[config.mk]
export PLATFORM = sky130hd
export DESIGN_NAME = ir_pulse_length_transmitter
export DESIGN_NICKNAME = d
export VERILOG_FILES = /design/src/hw/rtl/irplt_pkg.sv /design/src/hw/rtl/ir_pulse_length_transmitter.sv
export SDC_FILE = /design/constraint.sdc
export NUM_CORES = 1
export LEC_CHECK = 0
export BUFFER_PORTS_ARGS = -buffer_cell sky130_fd_sc_hd__buf_2
export CORE_UTILIZATION = 50
export CTS_CLUSTER_DIAMETER = 50
export DETAILED_ROUTE_END_ITERATION = 8
export PLACE_DENSITY = 0.69
export SLEW_MARGIN = 20
export SYNTH_ARGS = -nofsm -noshare
export SYNTH_HDL_FRONTEND = slang
export SYNTH_SLANG_ARGS = --single-unit
export TNS_END_PERCENT = 20
[constraint.sdc]
create_clock -name clock -period 6.2 [get_ports clock]
set_clock_uncertainty 0.05 [all_clocks]
set_input_delay 0.31 -clock clock [delete_from_list [all_inputs] [get_ports clock]]
set_output_delay 0.31 -clock clock [all_outputs]
set_load 0.02 [all_outputs]
[src/hw/rtl/irplt_pkg.sv]
// irplt_pkg: shared types and constants for the ir pulse length transmitter
// register indexes, reset defaults, field widths and the phase encoding
// no dependencies
`default_nettype none

package irplt_pkg;

   // payload field widths
   localparam int DATA_W  = 8;
   localparam int ADDR_W  = 3;
   localparam int OP_W    = 1;

   // widest data / address field the frame builder supports
   localparam int DATA_EXT_W = 16;
   localparam int ADDR_EXT_W = 8;

   // configuration port
   localparam int CSR_IDX_W  = 3;
   localparam int CSR_DATA_W = 16;
   localparam int CNT8_W     = 8;
   localparam int CNT16_W    = 16;

   localparam logic [CSR_IDX_W-1:0] CSR_CARRIER_HALF = 3'd0;
   localparam logic [CSR_IDX_W-1:0] CSR_START_PULSES = 3'd1;
   localparam logic [CSR_IDX_W-1:0] CSR_ONE_PULSES   = 3'd2;
   localparam logic [CSR_IDX_W-1:0] CSR_ZERO_PULSES  = 3'd3;
   localparam logic [CSR_IDX_W-1:0] CSR_GAP_TICKS    = 3'd4;
   localparam logic [CSR_IDX_W-1:0] CSR_TRAILER      = 3'd5;

   // register reset values
   localparam logic [CNT8_W-1:0]  RST_CARRIER_HALF = 8'd12;
   localparam logic [CNT8_W-1:0]  RST_START_PULSES = 8'd96;
   localparam logic [CNT8_W-1:0]  RST_ONE_PULSES   = 8'd48;
   localparam logic [CNT8_W-1:0]  RST_ZERO_PULSES  = 8'd24;
   localparam logic [CNT16_W-1:0] RST_GAP_TICKS    = 16'd600;
   localparam logic [CNT16_W-1:0] RST_TRAILER      = 16'd18000;

   // input op codes
   localparam logic [OP_W-1:0] OP_TICK = 1'b0;
   localparam logic [OP_W-1:0] OP_SEND = 1'b1;

   // transmitter phase, one-hot
   typedef enum logic [3:0] {
      PH_IDLE    = 4'b0001,
      PH_BURST   = 4'b0010,
      PH_GAP     = 4'b0100,
      PH_TRAILER = 4'b1000
   } phase_type;

   // configuration register set
   typedef struct packed {
      logic [CNT8_W-1:0]  carrier_half;
      logic [CNT8_W-1:0]  start_pulses;
      logic [CNT8_W-1:0]  one_pulses;
      logic [CNT8_W-1:0]  zero_pulses;
      logic [CNT16_W-1:0] gap_ticks;
      logic [CNT16_W-1:0] trailer_ticks;
   } cfg_type;

endpackage

`default_nettype wire

[src/hw/rtl/ir_pulse_length_transmitter.sv]
// ir_pulse_length_transmitter: pulse length coded infrared frame transmitter
// one tick word per microsecond, registered result word per input word
// depends on irplt_pkg
//
// result word: valid in the cycle after its input word is accepted
// throughput: one word per cycle while req_stall is low; each step is one pass
//   of logic between the state and result registers, so back to back ticks run
// reset: synchronous, active high; clears the phase, counters and the result
//   valid flag, and loads the register defaults (12, 96, 48, 24, 600, 18000)
`default_nettype none

module ir_pulse_length_transmitter
   import irplt_pkg::*;
#(
   parameter int DATA_BITS    = 8,
   parameter int ADDRESS_BITS = 3
) (
   input  wire                   clock,
   input  wire                   reset,

   // configuration write channel
   input  wire                   csr_valid,
   output logic                  csr_ready,
   input  wire [CSR_IDX_W-1:0]   csr_index,
   input  wire [CSR_DATA_W-1:0]  csr_wdata,

   // input word channel
   input  wire                   req_valid,
   output logic                  req_stall,
   input  wire [OP_W-1:0]        req_op,
   input  wire [DATA_W-1:0]      req_data_byte,
   input  wire [ADDR_W-1:0]      req_device_address,

   // result word channel
   output logic                  rsp_valid,
   input  wire                   rsp_stall,
   output logic                  rsp_led_level,
   output logic                  rsp_busy_res,
   output logic                  rsp_send_refused,
   output logic                  rsp_frame_done
);

   // total frame bits and the width of the remaining bit count
   localparam int FRAME_W = DATA_BITS + ADDRESS_BITS;
   localparam int BITS_W  = $clog2(FRAME_W + 1);

   // ---------------------------------------------------------------
   // configuration registers, always ready
   // ---------------------------------------------------------------
   cfg_type cfg_ff;

   assign csr_ready = 1'b1;

   always_ff @(posedge clock) begin
      if (reset) begin
         cfg_ff.carrier_half  <= RST_CARRIER_HALF;
         cfg_ff.start_pulses  <= RST_START_PULSES;
         cfg_ff.one_pulses    <= RST_ONE_PULSES;
         cfg_ff.zero_pulses   <= RST_ZERO_PULSES;
         cfg_ff.gap_ticks     <= RST_GAP_TICKS;
         cfg_ff.trailer_ticks <= RST_TRAILER;
      end else if (csr_valid && csr_ready) begin
         case (csr_index)
            CSR_CARRIER_HALF: cfg_ff.carrier_half  <= csr_wdata[CNT8_W-1:0];
            CSR_START_PULSES: cfg_ff.start_pulses  <= csr_wdata[CNT8_W-1:0];
            CSR_ONE_PULSES:   cfg_ff.one_pulses    <= csr_wdata[CNT8_W-1:0];
            CSR_ZERO_PULSES:  cfg_ff.zero_pulses   <= csr_wdata[CNT8_W-1:0];
            CSR_GAP_TICKS:    cfg_ff.gap_ticks     <= csr_wdata;
            CSR_TRAILER:      cfg_ff.trailer_ticks <= csr_wdata;
            default: begin
               // indexes past the register list are dropped
            end
         endcase
      end
   end

   // ---------------------------------------------------------------
   // handshake: a new word goes in whenever the result register is
   // empty or its word is being taken this cycle
   // ---------------------------------------------------------------
   logic accept;

   assign req_stall = rsp_valid && rsp_stall;
   assign accept    = req_valid && !req_stall;

   // ---------------------------------------------------------------
   // transmitter state
   // ---------------------------------------------------------------
   phase_type           phase_ff,        phase_in;
   logic                carrier_high_ff, carrier_high_in;
   logic [CNT8_W-1:0]   half_count_ff,   half_count_in;
   logic [CNT8_W-1:0]   pulses_left_ff,  pulses_left_in;
   logic [CNT16_W-1:0]  low_count_ff,    low_count_in;
   logic [FRAME_W-1:0]  frame_shift_ff,  frame_shift_in;
   logic [BITS_W-1:0]   bits_left_ff,    bits_left_in;

   // frame as loaded by a send word: data bits first, address above,
   // bits past either field width go out as zero
   logic [DATA_EXT_W-1:0] data_ext;
   logic [ADDR_EXT_W-1:0] addr_ext;
   logic [FRAME_W-1:0]    frame_load;

   assign data_ext = DATA_EXT_W'(req_data_byte);
   assign addr_ext = ADDR_EXT_W'(req_device_address);

   always_comb begin
      for (int i = 0; i < FRAME_W; i++) begin
         if (i < DATA_BITS) begin
            frame_load[i] = data_ext[i];
         end else begin
            frame_load[i] = addr_ext[i - DATA_BITS];
         end
      end
   end

   // incremented counters, wrapping at their width
   logic [CNT8_W-1:0]  half_inc;
   logic [CNT16_W-1:0] low_inc;

   assign half_inc = half_count_ff + 8'd1;
   assign low_inc  = low_count_ff + 16'd1;

   // burst launch shared by a send word and the end of a gap
   logic              start_burst;
   logic [CNT8_W-1:0] burst_count;

   // result fields of this step
   logic led_c, refused_c, done_c;

   always_comb begin
      phase_in        = phase_ff;
      carrier_high_in = carrier_high_ff;
      half_count_in   = half_count_ff;
      pulses_left_in  = pulses_left_ff;
      low_count_in    = low_count_ff;
      frame_shift_in  = frame_shift_ff;
      bits_left_in    = bits_left_ff;
      start_burst     = 1'b0;
      burst_count     = cfg_ff.start_pulses;
      led_c           = 1'b0;
      refused_c       = 1'b0;
      done_c          = 1'b0;

      if (req_op == OP_SEND) begin
         if (phase_ff != PH_IDLE) begin
            refused_c = 1'b1;
         end else begin
            frame_shift_in = frame_load;
            bits_left_in   = BITS_W'(FRAME_W);
            start_burst    = 1'b1;
            burst_count    = cfg_ff.start_pulses;
         end
      end else begin
         case (phase_ff)
            PH_BURST: begin
               led_c         = carrier_high_ff;
               half_count_in = half_inc;
               if (half_inc >= cfg_ff.carrier_half) begin
                  half_count_in = '0;
                  if (carrier_high_ff) begin
                     carrier_high_in = 1'b0;
                  end else begin
                     pulses_left_in = pulses_left_ff - 8'd1;
                     if (pulses_left_in == '0) begin
                        phase_in     = PH_GAP;
                        low_count_in = '0;
                     end else begin
                        carrier_high_in = 1'b1;
                     end
                  end
               end
            end
            PH_GAP: begin
               low_count_in = low_inc;
               if (low_inc >= cfg_ff.gap_ticks) begin
                  if (bits_left_ff != '0) begin
                     // next bit, least significant first
                     frame_shift_in = frame_shift_ff >> 1;
                     bits_left_in   = bits_left_ff - BITS_W'(1);
                     start_burst    = 1'b1;
                     burst_count    = frame_shift_ff[0] ? cfg_ff.one_pulses
                                                        : cfg_ff.zero_pulses;
                  end else begin
                     low_count_in = '0;
                     if (cfg_ff.trailer_ticks == '0) begin
                        phase_in = PH_IDLE;
                        done_c   = 1'b1;
                     end else begin
                        phase_in = PH_TRAILER;
                     end
                  end
               end
            end
            PH_TRAILER: begin
               low_count_in = low_inc;
               if (low_inc >= cfg_ff.trailer_ticks) begin
                  phase_in     = PH_IDLE;
                  low_count_in = '0;
                  done_c       = 1'b1;
               end
            end
            default: begin
               // idle tick: led low, nothing moves
            end
         endcase
      end

      // an empty burst drops straight into its gap
      if (start_burst) begin
         half_count_in  = '0;
         low_count_in   = '0;
         pulses_left_in = burst_count;
         if (burst_count == '0) begin
            carrier_high_in = 1'b0;
            phase_in        = PH_GAP;
         end else begin
            carrier_high_in = 1'b1;
            phase_in        = PH_BURST;
         end
      end

      // a send word reports the level the led now holds
      if (req_op == OP_SEND) begin
         led_c = (phase_in == PH_BURST) && carrier_high_in;
      end
   end

   always_ff @(posedge clock) begin
      if (reset) begin
         phase_ff        <= PH_IDLE;
         carrier_high_ff <= 1'b0;
         half_count_ff   <= '0;
         pulses_left_ff  <= '0;
         low_count_ff    <= '0;
         frame_shift_ff  <= '0;
         bits_left_ff    <= '0;
      end else if (accept) begin
         phase_ff        <= phase_in;
         carrier_high_ff <= carrier_high_in;
         half_count_ff   <= half_count_in;
         pulses_left_ff  <= pulses_left_in;
         low_count_ff    <= low_count_in;
         frame_shift_ff  <= frame_shift_in;
         bits_left_ff    <= bits_left_in;
      end
   end

   // ---------------------------------------------------------------
   // result register
   // ---------------------------------------------------------------
   logic rsp_valid_ff, rsp_valid_in;
   logic led_ff, busy_ff, refused_ff, done_ff;

   assign rsp_valid_in = accept || (rsp_valid_ff && rsp_stall);

   always_ff @(posedge clock) begin
      if (reset) begin
         rsp_valid_ff <= 1'b0;
      end else begin
         rsp_valid_ff <= rsp_valid_in;
      end
   end

   always_ff @(posedge clock) begin
      if (accept) begin
         led_ff     <= led_c;
         busy_ff    <= (phase_in != PH_IDLE);
         refused_ff <= refused_c;
         done_ff    <= done_c;
      end
   end

   assign rsp_valid        = rsp_valid_ff;
   assign rsp_led_level    = led_ff;
   assign rsp_busy_res     = busy_ff;
   assign rsp_send_refused = refused_ff;
   assign rsp_frame_done   = done_ff;

   // ---------------------------------------------------------------
   // checks
   // ---------------------------------------------------------------

   // a refused send only happens mid-frame
   a_refused_busy: assert property (@(posedge clock) disable iff (reset)
      rsp_valid && rsp_send_refused |-> rsp_busy_res)
      else $error("send refused while idle");

   // the frame end word leaves the block idle
   a_done_idle: assert property (@(posedge clock) disable iff (reset)
      rsp_valid && rsp_frame_done |-> !rsp_busy_res)
      else $error("frame done but still busy");

   // the led is never driven outside a frame
   a_led_busy: assert property (@(posedge clock) disable iff (reset)
      rsp_valid && rsp_led_level |-> rsp_busy_res)
      else $error("led on while idle");

   // all frame bits are gone once the transmitter is idle
   a_idle_no_bits: assert property (@(posedge clock) disable iff (reset)
      phase_ff == PH_IDLE |-> bits_left_ff == '0)
      else $error("idle with bits left to send");

   // a result register update follows every accepted word
   a_accept_rsp: assert property (@(posedge clock) disable iff (reset)
      accept |=> rsp_valid)
      else $error("accepted word produced no result");

endmodule

`default_nettype wire
==> implementation parameters <==
Parameter                              Value

CTS
  Number of buffers created by CTS    17
  TritonCTS clock tree    built
  Number of gates resized after CTS    0
  Clock latency reported for the late side of the worst-skew pair    0.43 ns
  Number of hold buffers added after cts    0
  Number of H-tree levels    4
  Clock net sink count    121
  Longest Clk Path Bufs    2
  Number of setup buffers added after CTS    0
  Buffer type at the clock tree root    sky130_fd_sc_hd__clkbuf_16
  Clock-pin slew of the registers on the worst-case setup and hold paths    0.06 ns

Synth
  Part of the Yosys area used for sequential elements    35.7%
  Most frequently used cell type in the post-synthesis netlist    sky130_fd_sc_hd__nand2_1
  Number of enable-type register cells in the synthesized netlist    4
  Ranking of synthesized cells by instance count    sky130_fd_sc_hd__nand2_1, sky130_fd_sc_hd__dfxtp_1, sky130_fd_sc_hd__a21oi_1
  Top FF cell, synth    sky130_fd_sc_hd__dfxtp_1
  Number of instances in the synthesized netlist    849
  Post-Syn Nets    931
  Share of Yosys cell area claimed by the top area cell type    34.0%
  Flops & latches, synth    121
  Largest area contributor in the synthesized netlist    sky130_fd_sc_hd__dfxtp_1
  Combined area of all synthesized cells    6890 µm²
  Count of cell types in the netlist    75
  Post-synthesis area per instance    8.12 µm²
  Leading post-synthesis cells by cell area    sky130_fd_sc_hd__dfxtp_1, sky130_fd_sc_hd__nand2_1, sky130_fd_sc_hd__ha_1
  Async set or reset register ratio after synthesis    0%
  Yosys Warn Count    0

GRT
  Maximum number of pins on one net before global-route repair    112
  First-pass GRT wire length    28,600 µm
  Antenna violations before repair    0
  Total congestion overflow after global routing    0
  All-layer global routing usage    25.3%
  Vias in the first global route    5,986

Timing
  Final slew viol count    0
  Total negative setup slack    0 ns
  Final period utilization    72.5%
  Final setup violation count    0
  Tmin final    4.49 ns
  Max-slew headroom    35.1%
  Slack of the critical path    1.71 ns
  Worst-margin pin slew    0.974 ns
  Hold violation total from the final report    0
  RSZ-0062 raised after global routing    false
  Fmax    0.223 GHz

Worst hold path
  Hold WC Path Type    input pin to flip-flop

Die
  Die width    119 µm
  Std cell rows    42
  Total Die Area    14,300 µm²
  Ports    43
  Initial Utilization    51.6%
  Die height    119 µm
  Placeable core region    13,300 µm²

Place
  GPL Wtd Cong    0.905
  Post-placement setup slack    1.79 ns
  Post-detail-place hpwl    12,100 µm
  Count of port buffers added during placement    41
  Cell area after placement    7120 µm²

Outcome
  Result of the run    finished, final reports clean

Routing
  Violation count after the first detailed-route iteration    522
  Iteration count of the initial detailed-routing pass    5
  Post-Route WL    17,200 µm
  Post-route antenna net violation count    0
  Post-detailed-route wirelength per cell    16.4 µm
  Ratio of routed vias to standard cells    5.87
  DRC violations left    0
  Routed via count    6,186

Cells and area
  Cell area after layout    7820 µm²
  Area Growth Syn to Fin    13.5%
  Proportion of layout cells with a drive suffix above 1    10.8%
  Antenna diode count    0
  Number of nets in the layout    946

Worst setup path
  Worst setup path endpoint    rsp_busy_res
  WP data required    6.30 ns
  Worst path slowest cell    sky130_fd_sc_hd__o21a_1
  Register-to-register path setup slack    1.71 ns
  Most used cell, CP    sky130_fd_sc_hd__and4_1
  Stage delay of the slowest cell on the critical path    0.63 ns
  Critical Path Fanout Max    20
  Kind of launch point of the worst setup path    flip-flop
  Register-to-Register Path Depth    14
  Type of the worst setup path    flip-flop to flip-flop
  Type of element capturing the critical path    flip-flop
  Startpoint of the worst register-to-register path    low_count_ff[0]
  RR Endpoint    rsp_busy_res
  CP startpoint    low_count_ff[0]
  Cell-by-cell trace of the critical path    ha_1, and4_1, and4_1, nand3_1, and2_1, or2_2, ha_1, and4_1, o311ai_0, o31ai_1, o21a_1, a22oi_1, o211ai_1, o2111ai_1
  Data arrival time of the worst path    4.59 ns

Pwr
  Power per cell area    278 nW/µm²
  Leak    3.06 nW
  Worst IR Drop VDD    0.201 mV

Run
  Max-cap violations    0
-- cell type report --
| cell class | instances | area [µm²] |
|---|---|---|
| flip-flops and latches | 121 | 2460 |
| clock inverters | 7 | 160 |
| well taps | 176 | 220 |
| multi-input cells | 631 | 4030 |
| inverters | 48 | 180 |
| fillers | 1233 | 5520 |
| clock buffers | 25 | 515 |
| repair buffers | 45 | 258 |
-- sequential cells by signal, indices dropped and copies added (netlist names), 4 cells and up --
name,flops
bits_left_ff,4
pulses_left_ff,8
cfg_ff,64
phase_ff,4
half_count_ff,8
low_count_ff,16
frame_shift_ff,11
-- stage by stage --
| stage | hold slack [ns] | instances | utilization [%] | total power, mW |
|---|---|---|---|---|
| detailed placement | 0.398 | 1020 | 53.3 | 1.06 |
| finish | 0.0590 | 1053 | 58.6 | 2.18 |
| CTS | 0.0478 | 1052 | 58.4 | 2.19 |
| global placement | 0.396 | 1020 | 53.3 | 1.06 |
| global route | 0.0599 | 1053 | 58.6 | 2.25 |
| floorplan | 0.378 | 849 | - | 1.01 |
-- layout by cell type (no fill, tap or decap), types with 11 or more instances in the layout --
cell type / Yosys / final
sky130_fd_sc_hd__o2111ai_1: 22 / 22
sky130_fd_sc_hd__clkbuf_16: 0 / 17
sky130_fd_sc_hd__buf_2: 9 / 40
sky130_fd_sc_hd__dfxtp_1: 117 / 117
sky130_fd_sc_hd__ha_1: 46 / 46
sky130_fd_sc_hd__a21oi_1: 74 / 74
sky130_fd_sc_hd__mux2i_1: 22 / 22
sky130_fd_sc_hd__nand3_1: 18 / 18
sky130_fd_sc_hd__a211oi_1: 16 / 16
sky130_fd_sc_hd__nand3b_1: 14 / 14
sky130_fd_sc_hd__o21ai_0: 13 / 13
sky130_fd_sc_hd__nor2_1: 54 / 54
sky130_fd_sc_hd__inv_1: 47 / 47
sky130_fd_sc_hd__a31oi_1: 11 / 11
sky130_fd_sc_hd__nand2_1: 165 / 165
sky130_fd_sc_hd__xnor2_1: 12 / 12
-- worst min path at each step --
| stage | from | to | slack, ns | depth (start not counted) |
|---|---|---|---|---|
| after floorplan | csr_wdata[2] | cfg_ff[58] | 0.38 | 1 |
| final | req_valid | rsp_valid | 0.06 | 3 |
| after detailed placement | cfg_ff[63] | cfg_ff[63] | 0.40 | 2 |
| after CTS | req_valid | rsp_valid | 0.05 | 3 |
| after global routing | reset | cfg_ff[38] | 0.06 | 2 |
| after global placement | cfg_ff[23] | cfg_ff[23] | 0.40 | 2 |
-- power by group --
group	internal (mW)	switching, mW	total (mW)
clock network	0.776	0.346	1.12
logic	0.0819	0.136	0.218
registers	0.811	0.0246	0.836
-- worst max-delay path: cells and delay by family (launching register included) --
| kind | cells | cell delay (ns) |
|---|---|---|
| AOI/OAI and AO/OA | 6 | 1.84 |
| and+or+nand+nor | 6 | 1.34 |
| adders and majority gates | 2 | 0.54 |
| DFF | 1 | 0.46 |
-- layer usage --
| layer | GRT usage (%) | part of all wire [%] | vias up |
|---|---|---|---|
| met3 | 5.70 | 4.3 | 35 |
| met1 | 29.1 | 43 | 2936 |
| met4 | 11.4 | 3.1 | 0 |
| li1 | - | - | 3060 |
| met5 | 0 | 0 | - |
| met2 | 44.4 | 50 | 155 |
-- cell families (layout without fill, tap and decap cells) --
| group | after synthesis | count (layout) | share of synthesized area (%) |
|---|---|---|---|
| AOI/OAI and AO/OA | 202 | 202 | 20.2 |
| and+or+nand+nor | 339 | 339 | 23.9 |
| adders and majority gates | 46 | 46 | 8.35 |
| buffers and inverters | 97 | 125 | 5.83 |
| other | 1 | 1 | 0.0544 |
| xor gates and xnor gates | 19 | 19 | 2.41 |
| muxes | 24 | 24 | 3.52 |
| DFF | 121 | 121 | 35.7 |
No activity file was read; power rests on OpenSTA's default activity.
